**config.mk**
```make
export PLATFORM = sky130hd
export DESIGN_NAME = der_tlv_header_parser_unit
export DESIGN_NICKNAME = d
export VERILOG_FILES = /design/src/rtl/core/dtlv_pkg.sv /design/src/rtl/core/dtlv_step.sv /design/src/rtl/core/der_tlv_header_parser_unit.sv
export SDC_FILE = /design/constraint.sdc
export NUM_CORES = 1
export LEC_CHECK = 0
export BUFFER_PORTS_ARGS = -buffer_cell sky130_fd_sc_hd__buf_2
export CAP_MARGIN = 15
export CORE_ASPECT_RATIO = 1.1
export CORE_MARGIN = 1.5
export CORE_UTILIZATION = 25
export DETAILED_ROUTE_END_ITERATION = 10
export PLACE_DENSITY = 0.41
export SYNTH_ARGS = -nofsm -noshare
export SYNTH_HDL_FRONTEND = slang
export SYNTH_HIERARCHICAL = 1
export SYNTH_SLANG_ARGS = --single-unit
```
**constraint.sdc**
```tcl
create_clock -name clk -period 3.8 [get_ports clk]
set_clock_uncertainty 0.1 [all_clocks]
set_input_delay 0.57 -clock clk [delete_from_list [all_inputs] [get_ports clk]]
set_output_delay 0.57 -clock clk [all_outputs]
set_load 0.02 [all_outputs]
```
**src/rtl/core/dtlv_pkg.sv**
```systemverilog
// shared types and constants for the der tlv header parser
// no dependencies; imported by dtlv_step and der_tlv_header_parser_unit
`default_nettype none

package dtlv_pkg;

  localparam int MAX_LENGTH_BYTES = 4;

  localparam logic [4:0]  TAG_HIGH_FORM  = 5'h1f;
  localparam logic [7:0]  LEN_INDEFINITE = 8'h80;
  localparam logic [7:0]  LEN_RESERVED   = 8'hff;
  localparam logic [31:0] ACC_LIMIT      = 32'h00ff_ffff;
  localparam logic [31:0] LONG_FORM_MIN  = 32'h0000_0080;

  typedef enum logic [1:0] {
    PH_ID   = 2'd0,
    PH_LEN1 = 2'd1,
    PH_LENX = 2'd2,
    PH_BODY = 2'd3
  } phase_t;

  typedef enum logic [1:0] {
    ROLE_ID      = 2'd0,
    ROLE_LEN     = 2'd1,
    ROLE_CONTENT = 2'd2,
    ROLE_IGNORED = 2'd3
  } role_t;

  typedef enum logic [2:0] {
    ERR_OK         = 3'd0,
    ERR_HIGH_TAG   = 3'd1,
    ERR_INDEFINITE = 3'd2,
    ERR_RESERVED   = 3'd3,
    ERR_TOO_WIDE   = 3'd4,
    ERR_LEAD_ZERO  = 3'd5,
    ERR_LONG_SHORT = 3'd6,
    ERR_TRUNCATED  = 3'd7
  } err_t;

  typedef struct packed {
    phase_t      phase;
    logic [1:0]  held_class;
    logic        held_constructed;
    logic [4:0]  held_number;
    logic [3:0]  length_bytes_left;
    logic [31:0] length_accumulator;
    logic [31:0] content_left;
    logic [31:0] position;
    logic        failed;
    err_t        sticky_error;
  } state_t;

  typedef struct packed {
    role_t       byte_role;
    logic [31:0] byte_offset;
    logic [1:0]  id_class;
    logic        is_constructed;
    logic [4:0]  tag_number;
    logic [31:0] content_length;
    logic        header_done;
    logic        element_done;
    err_t        error_code;
  } result_t;

endpackage

`default_nettype wire

```
**src/rtl/core/dtlv_step.sv**
```systemverilog
// per-byte decode: next parser state and the result word for one byte
// depends on dtlv_pkg
`default_nettype none

module dtlv_step (
  input  dtlv_pkg::state_t  state,
  input  logic [7:0]        data_byte,
  input  logic              end_of_buffer,
  output dtlv_pkg::state_t  state_next,
  output dtlv_pkg::result_t result
);
  import dtlv_pkg::*;

  logic        fail;
  err_t        code;
  logic        hdr;
  logic        eod;
  logic [31:0] clen;
  role_t       role;
  logic [31:0] acc_shifted;
  logic [3:0]  left_after;
  logic [31:0] content_after;

  always_comb begin
    state_next    = state;
    fail          = 1'b0;
    code          = ERR_OK;
    hdr           = 1'b0;
    eod           = 1'b0;
    clen          = '0;
    role          = ROLE_IGNORED;
    acc_shifted   = {state.length_accumulator[23:0], data_byte};
    left_after    = (state.length_bytes_left != 4'd0) ?
                    state.length_bytes_left - 4'd1 : state.length_bytes_left;
    content_after = (state.content_left != 32'd0) ?
                    state.content_left - 32'd1 : state.content_left;

    if (!state.failed) begin
      unique case (state.phase)
        PH_ID: begin
          role = ROLE_ID;
          state_next.held_class       = data_byte[7:6];
          state_next.held_constructed = data_byte[5];
          state_next.held_number      = data_byte[4:0];
          if (data_byte[4:0] == TAG_HIGH_FORM) begin
            fail = 1'b1;
            code = ERR_HIGH_TAG;
          end else if (end_of_buffer) begin
            fail = 1'b1;
            code = ERR_TRUNCATED;
          end else begin
            state_next.phase = PH_LEN1;
          end
        end
        PH_LEN1: begin
          role = ROLE_LEN;
          if (!data_byte[7]) begin
            if (data_byte == 8'd0) begin
              hdr = 1'b1;
              eod = 1'b1;
              state_next.phase = PH_ID;
            end else if (end_of_buffer) begin
              fail = 1'b1;
              code = ERR_TRUNCATED;
            end else begin
              hdr = 1'b1;
              clen = {24'd0, data_byte};
              state_next.content_left = {24'd0, data_byte};
              state_next.phase = PH_BODY;
            end
          end else if (data_byte == LEN_INDEFINITE) begin
            fail = 1'b1;
            code = ERR_INDEFINITE;
          end else if (data_byte == LEN_RESERVED) begin
            fail = 1'b1;
            code = ERR_RESERVED;
          end else if (data_byte[6:0] > 7'(MAX_LENGTH_BYTES)) begin
            fail = 1'b1;
            code = ERR_TOO_WIDE;
          end else if (end_of_buffer) begin
            fail = 1'b1;
            code = ERR_TRUNCATED;
          end else begin
            state_next.length_bytes_left  = data_byte[3:0];
            state_next.length_accumulator = '0;
            state_next.phase = PH_LENX;
          end
        end
        PH_LENX: begin
          role = ROLE_LEN;
          if (state.length_accumulator == 32'd0 && data_byte == 8'd0) begin
            fail = 1'b1;
            code = ERR_LEAD_ZERO;
          end else if (state.length_accumulator > ACC_LIMIT) begin
            fail = 1'b1;
            code = ERR_TOO_WIDE;
          end else begin
            state_next.length_accumulator = acc_shifted;
            state_next.length_bytes_left  = left_after;
            if (left_after == 4'd0) begin
              if (acc_shifted < LONG_FORM_MIN) begin
                fail = 1'b1;
                code = ERR_LONG_SHORT;
              end else if (end_of_buffer) begin
                fail = 1'b1;
                code = ERR_TRUNCATED;
              end else begin
                hdr = 1'b1;
                clen = acc_shifted;
                state_next.content_left = acc_shifted;
                state_next.phase = PH_BODY;
              end
            end else if (end_of_buffer) begin
              fail = 1'b1;
              code = ERR_TRUNCATED;
            end
          end
        end
        PH_BODY: begin
          role = ROLE_CONTENT;
          state_next.content_left = content_after;
          if (content_after == 32'd0) begin
            eod = 1'b1;
            state_next.phase = PH_ID;
          end else if (end_of_buffer) begin
            fail = 1'b1;
            code = ERR_TRUNCATED;
          end
        end
        default: begin
          role = ROLE_IGNORED;
        end
      endcase
      if (fail) begin
        state_next.failed       = 1'b1;
        state_next.sticky_error = code;
        hdr  = 1'b0;
        eod  = 1'b0;
        clen = '0;
      end
    end

    state_next.position = end_of_buffer ? 32'd0 : state.position + 32'd1;

    result.byte_role      = role;
    result.byte_offset    = state.position;
    result.content_length = clen;
    result.header_done    = hdr;
    result.element_done   = eod;
    result.error_code     = state_next.failed ? state_next.sticky_error : ERR_OK;
    if (role == ROLE_IGNORED) begin
      result.id_class       = '0;
      result.is_constructed = 1'b0;
      result.tag_number     = '0;
    end else begin
      result.id_class       = state_next.held_class;
      result.is_constructed = state_next.held_constructed;
      result.tag_number     = state_next.held_number;
    end
  end

endmodule

`default_nettype wire

```
**src/rtl/core/der_tlv_header_parser_unit.sv**
```systemverilog
// top level of the der tlv header parser: input register, step decode, result queue
// depends on dtlv_pkg and dtlv_step
//
// usage:
//   s_* carries the encoded buffer one byte per word; s_tlast marks the
//   buffer's final byte. m_* returns one result word per input byte, in order.
//   each byte's result passes the input register, then the decode into the
//   result queue, before it is offered on m_*.
//   throughput: one byte per cycle while the result queue has room; the header
//   state update is a single pass of small per-phase logic, so nothing iterates.
//   the result side has a two-word queue, so input keeps flowing while one
//   result waits; when the receiver stalls with the queue full, s_tready
//   drops once the input register is also occupied, and nothing is lost.
//   reset (rst, synchronous) returns the parser to the identifier phase at
//   buffer offset 0, clears any latched error and empties both stages.
//   after an encoding error every later byte is reported as ignored, with
//   the latched code, until the next reset.
`default_nettype none

module der_tlv_header_parser_unit (
  input  logic        clk,
  input  logic        rst,
  input  logic        s_tvalid,
  output logic        s_tready,
  input  logic [7:0]  s_tdata,   // data_byte
  input  logic        s_tlast,   // end_of_buffer
  output logic        m_tvalid,
  input  logic        m_tready,
  output logic [79:0] m_tdata,   // byte_offset, id_class, is_constructed, tag_number,
                                 // content_length, header_done, error_code, zero pad
  output logic [1:0]  m_tuser,   // byte_role
  output logic        m_tlast    // element_done
);
  import dtlv_pkg::*;

  logic        in_valid;
  logic [7:0]  in_byte;
  logic        in_last;
  state_t      state;
  state_t      state_next;
  result_t     res;
  result_t     queue [2];
  logic        wr_ptr;
  logic        rd_ptr;
  logic [1:0]  count;
  logic        pop;
  logic        room;
  logic        advance;
  result_t     head;

  assign pop      = m_tvalid && m_tready;
  assign room     = (count != 2'd2) || pop;
  assign advance  = in_valid && room;
  assign s_tready = !in_valid || room;

  dtlv_step u_step (
    .state         (state),
    .data_byte     (in_byte),
    .end_of_buffer (in_last),
    .state_next    (state_next),
    .result        (res)
  );

  always_ff @(posedge clk) begin
    if (rst) begin
      in_valid <= 1'b0;
    end else if (s_tready) begin
      in_valid <= s_tvalid;
    end
    if (s_tvalid && s_tready) begin
      in_byte <= s_tdata;
      in_last <= s_tlast;
    end
  end

  always_ff @(posedge clk) begin
    if (rst) begin
      state <= '0;
    end else if (advance) begin
      state <= state_next;
    end
  end

  always_ff @(posedge clk) begin
    if (rst) begin
      wr_ptr <= 1'b0;
      rd_ptr <= 1'b0;
      count  <= 2'd0;
    end else begin
      if (advance) begin
        wr_ptr <= !wr_ptr;
      end
      if (pop) begin
        rd_ptr <= !rd_ptr;
      end
      unique case ({advance, pop})
        2'b10:   count <= count + 2'd1;
        2'b01:   count <= count - 2'd1;
        default: count <= count;
      endcase
    end
    if (advance) begin
      queue[wr_ptr] <= res;
    end
  end

  assign head     = queue[rd_ptr];
  assign m_tvalid = (count != 2'd0);
  assign m_tuser  = head.byte_role;
  assign m_tlast  = head.element_done;
  assign m_tdata  = {4'd0, head.error_code, head.header_done, head.content_length,
                     head.tag_number, head.is_constructed, head.id_class,
                     head.byte_offset};

`ifndef ASSERT_OFF
  a_failed_sticks: assert property (@(posedge clk) disable iff (rst)
    state.failed |=> state.failed)
    else $error("latched failure cleared without reset");

  a_ignored_has_code: assert property (@(posedge clk) disable iff (rst)
    m_tvalid && m_tuser == ROLE_IGNORED |-> m_tdata[75:73] != ERR_OK)
    else $error("ignored byte without an error code");

  a_header_on_length: assert property (@(posedge clk) disable iff (rst)
    m_tvalid && m_tdata[72] |-> m_tuser == ROLE_LEN)
    else $error("header completion on a byte that is not a length byte");

  a_failed_ignores: assert property (@(posedge clk) disable iff (rst)
    advance && state.failed |-> res.byte_role == ROLE_IGNORED)
    else $error("byte after failure not ignored");

  a_no_overfill: assert property (@(posedge clk) disable iff (rst)
    count == 2'd2 && !pop |-> !advance)
    else $error("result queue overfilled");
`endif

endmodule

`default_nettype wire
```
# Word level (Yosys, flattened, before mapping)
# Memory sizes are Yosys's and may differ from the RTL's. A register that Yosys moved wholly into a read port is not among the register bits.
# Cells that the tools add are included.
[word_totals] ff_bits=128 n_memories=1 out_inout_bits=85 inputBits=13 word_cells=179 ramBits=158
[classes] reduce_logical=24 n_addsub=5 muxes=100 bitwise_logic=1 n_lt_le_gt_ge=3 n_eq_ne=29
[mem_list] memory="queue" depth=2 word_bits=79 rd=1 rd_ports_with_merged_regs=1 write_ports=1 line="der_tlv_header_parser_unit.sv:42" text="result_t queue [2];"
[ops] cell="$mux 32" n=16
[ops] cell="$mux 36" n=5
[ops] cell="$mux 68" n=2
[ops] cell="$pmux 32 s3" n=1
[ops] cell="$mux 76" n=1
[ops] cell="$pmux 36 s2" n=1
[ops] cell="$logic_not 32->1" n=2
[ops] cell="$pmux 32 s2" n=1
[ops] cell="$mux 3" n=13
[ops] cell="$add 32x1->32 const B" n=1
[ops] cell="$gt 32x24->1 const B" n=1
[ops] cell="$lt 32x8->1 const B" n=1
[ops] cell="$reduce_bool 32->1" n=1
[ops] cell="$sub 32x1->32 const B" n=1
[ops] cell="$mux 1" n=31
[ops] cell="$mux 2" n=15
[ops] cell="$ne 2x2->1 const B" n=14
[ops] cell="$eq 8x8->1 const B" n=2
[ops] cell="$mux 8" n=2
[ops] cell="$mux 7" n=2
[ops] cell="$reduce_and 13->1" n=1
[ops] cell="$mux 4" n=3
[ops] cell="$ne 3x3->1 const B" n=4
[ops] cell="$pmux 3 s4" n=1
[ops] cell="26 further kinds" n=40

# Longest topological paths before layout
[logic_depth] ltp_word=11 depth_mapped=14 depth_no_buf=13

# Hierarchy
# Netlist, hierarchy kept.
[by_module_without_submodules] mod="der_tlv_header_parser_unit" instances=1 cells_per_inst=813 seq_area_each_um2=7417.1 area_per_inst_um2=10575.1
[by_module_without_submodules] mod="dtlv_step" instances=1 cells_per_inst=774 seq_area_each_um2=0.0 area_per_inst_um2=4586.9

# Worst setup path after synthesis
# No wires, ideal clock.
[synth_path] path_type="register -> register" start="register, netlist name state[51]" end="memory queue[0][3] in the netlist's numbering (data pin)" path_stages_with_launch=12 setup_ns=0.127 path_buffers=2 arrival_time_ns=3.283 synth_period_minus_slack_ns=3.510 path_slack_ns=0.290 t_required_ns=3.573 path_cell_list="dfxtp_1 -> or4_4 -> or4_4 -> nor4_4 -> nor3_1 -> or3_4 -> nor4b_4 -> a21o_2 -> a31oi_4 -> buf_6 -> nor3_1 -> buf_4"
[synth_via] elab_chain_cells=8 elab_cells_between_ends=11 classes_between="add/sub (1); mux (8); reduce/logical (2)"
[synth_lines] item="$sub 32x1->32 or $reduce_bool 32->1 (tied branches)" line="dtlv_step.sv:36, dtlv_step.sv:35"
[synth_lines] item="$mux 32 (*)" line="dtlv_step.sv:35" text="content_after = (state.content_left != 32'd0) ?"
[synth_lines] item="$logic_not 32->1 (*)" line="dtlv_step.sv:122" text="if (content_after == 32'd0) begin"
[synth_lines] item="$mux 1" line="dtlv_step.sv:122"
[synth_lines] item="$pmux 1 s4" line="dtlv_step.sv:39" text="unique case (state.phase)"
[synth_lines] item="$mux 1" line="dtlv_step.sv:38" text="if (!state.failed) begin"
[synth_lines] item="$mux 1 (*)" line="dtlv_step.sv:134" text="if (fail) begin"
[synth_lines] item="$mux 1 (*)" line="dtlv_step.sv:38"
[synth_lines] item="via u_step.eod" line="dtlv_step.sv:17" text="logic eod;"
[synth_lines] item="end: declaration" line="der_tlv_header_parser_unit.sv:42"
# The timed path passes the listed nets; every way through them passes the cells marked *. The select of a mux whose other input is x is not followed.

==> out/results.ini <==
[route]
drt_iter0_markers=932
vias_per_cell=5.14
postRouteAntennaNets=0
vias=12600
first_pass_iters=5
drcViolationCount=0
wl_per_cell_um=20.4
wirelength_um=50000

[cts]
clkTransAtPathRegs_ps=60
htreeDepth=2
cts_max_path_buffers=3
post-cts-setup-buffers=0
cts_buffers=34
cts_tree=yes
cts_sinks=287
clock_tree.root_cell=clkbuf_16
clk-insertion-delay-late_ps=530
holdBufCountCts=0

[grt]
grt_use_total=0.159
antenna_found_initial=0
grt_max_degree=118
grt.overflow.total=0
grt_pass1_wl_um=76800
first_global_vias=12400

[pwr]
p_leak_nw=6.34
total_power_w=0.00750
vdd.ir_drop.worst_v=0.000280
power_density_mw_per_mm2=419

[synthesis]
synth_flop_cell=edfxtp_1
ys_seq_area_frac=0.489
synth.distinct_cells=76
synth_edf_count=167
yosysWarningCount=6
synthMuxAreaShare=0.0743
synthXorXnorAreaFrac=0.0220
synthAdderAreaFrac=0.00578
synthArstFlopShare=0
syn_inst=1587
syn_area_mm2=0.0152
synth_top_family_by_area=compound AO/OA/AOI/OAI gates
ys_ff_latch=287
synth_compound_area_frac=0.177
avgSynthCellArea_um2=9.55
synthSimpleGateAreaFrac=0.168

[min_path]
min_path_cells=1
hold_class=primary input to flop

[critical_path]
max_stage_delay_ps=590
cp.required_ps=4010
endpoint_kind=flop
cp_max_fo=35
crit_cells=10
worstRegToRegCells=10
cp_top_family=simple AND/OR/NAND/NOR gates
cp-start-kind=flop
crit_arrival_ps=3910
path_buf_inv=1
cp_cell_sequence=or4_4 > or4_4 > nor4_4 > nor3_1 > or3_4 > nor4b_4 > a21o_2 > a31oi_4 > buf_12 > nor3_1
cp_slowest_cell=or4_4
crit_type=flop to flop

[sta]
fin_crit_ps=3690
finalSetupTns_ps=0
hold_viol=0
slew_headroom=0.257
rsz0062_at_grt=no
slew_violations=0
worst_pin_slew_ps=1110
finalSetupViolations=0
max_freq_ghz=0.271
finalCritPeriodShare=0.972
whs_ps=119

[outcome]
status=finished clean

[die]
ios=98
initial_core_util=0.253
die_area_mm2=0.0621
num_rows=94
core_mm2=0.0599
die_h_um=261
die_w_um=238

[final_layout]
fill_cells=6225
final_nets=1685
drive_gt1_frac=0.229
final_common_cell=edfxtp_1
utilization=0.299
most-common-layout-cells=edfxtp_1 (167), nand3_1 (160), a21oi_1 (160)
area_delta_synth_final_pct=18.1
stdcell_area_mm2=0.0179
n_antenna_cell=0

[placed_design]
place_area_mm2=0.0167
numPortBuffers=93
hpwl_um=32400
place_congestion=0.896

[flow_run]
cap_violations=0

[what timing repair did]
item | CTS | global route
gates resized for setup | 1 | 10
setup endpoints to repair | 3 | 46
hold endpoints to repair | 0 | 0
pin swaps | 0 | 3
cloned | 0 | 0
[metrics by stage]
stage / instances / setup WS, ps
final: 2459 / 106
after global routing: 2459 / 0.190
after CTS: 2459 / 116
after detailed placement: 2397 / 22.5
after global placement: 2397 / 105
after floorplan: 1590 / 290
[registers in the layout, summed over array words and instances (netlist names), named ones only]
signal and count:
queue 158, wr_ptr 1, rd_ptr 1, in_last 1, in_byte 8, state 114, in_valid 1, count 2
[worst register-to-register path: cells and delay by family, from the launching register on]
kind,cells,cell delay (ps)
AOI/OAI and AO/OA,2,330
buffers and inverters,1,190
DFF,1,310
and+or+nand+nor,7,2560
[where the power goes]
part / internal (W) / switching [W]
sequential: 0.00334 / 0.0000400
combinational: 0.000274 / 0.000511
clock: 0.00200 / 0.00134
[final timing paths]
path	from	endpoint	slack, ps
worst max-delay path	state[51]	queue[1][8]	110
worst min-delay path	s_tdata[2]	in_byte[2]	120
worst max register to register	state[51]	queue[1][8]	110
worst min register to register	state[106]	state[106]	380
[layout make-up]
type | count | area, um2 | area share
timing repair buffer | 204 | 1390 | 0.0776
clock inverter | 19 | 180 | 0.0101
inverter | 29 | 110 | 0.00615
sequential | 287 | 7420 | 0.415
multi-input combinational | 1109 | 6880 | 0.384
tap | 768 | 961 | 0.0537
clock buffer | 43 | 958 | 0.0535
[cells by family (layout without fill, tap and decap cells)]
kind of cell | Yosys count | in the layout
AOI/OAI and AO/OA | 457 | 457
xor gates and xnor gates | 38 | 38
adders and majority gates | 7 | 7
buffers and inverters | 194 | 295
DFF | 287 | 287
muxes | 101 | 101
other | 1 | 4
and+or+nand+nor | 502 | 502
[layer usage]
| layer | vias to the layer above | track usage | share of wire |
|---|---|---|---|
| met3 | 71 | 0.0223 | 0.039 |
| met4 | 0 | 0.0644 | 0.035 |
| met1 | 6272 | 0.200 | 0.43 |
| li1 | 6004 | - | - |
| met2 | 298 | 0.273 | 0.49 |
| met5 | - | 0 | 0 |
[cell usage after synthesis, types with 6 or more instances]
| cell | n | area [um2] |
|---|---|---|
| clkbuf_1 | 90 | 338 |
| xor2_1 | 26 | 228 |
| a21o_1 | 6 | 45.0 |
| a31oi_1 | 14 | 87.6 |
| dfxtp_1 | 120 | 2400 |
| nor3_1 | 45 | 225 |
| edfxtp_1 | 167 | 5010 |
| o21ai_0 | 157 | 786 |
| and2_1 | 8 | 50.1 |
| a221oi_1 | 6 | 52.6 |
| a22o_1 | 33 | 289 |
| nor4_1 | 19 | 119 |
| buf_6 | 10 | 113 |
| nand3_1 | 160 | 801 |
| mux2i_1 | 9 | 90.1 |
| a21oi_1 | 160 | 801 |
| or3_1 | 13 | 81.3 |
| buf_2 | 11 | 55.1 |
| o21ai_1 | 17 | 85.1 |
| buf_4 | 38 | 285 |
| a32oi_1 | 7 | 61.3 |
| nor2_1 | 87 | 327 |
| nand2_1 | 94 | 353 |
| nor2b_1 | 12 | 75.1 |
| nand4_1 | 19 | 119 |
| buf_1 | 15 | 56.3 |
| mux2_2 | 92 | 1040 |
| xnor2_1 | 12 | 105 |
| inv_1 | 25 | 93.8 |
| ha_1 | 7 | 87.6 |
| a22oi_1 | 9 | 67.6 |
Note: power is estimated with default switching activity, not from simulation.
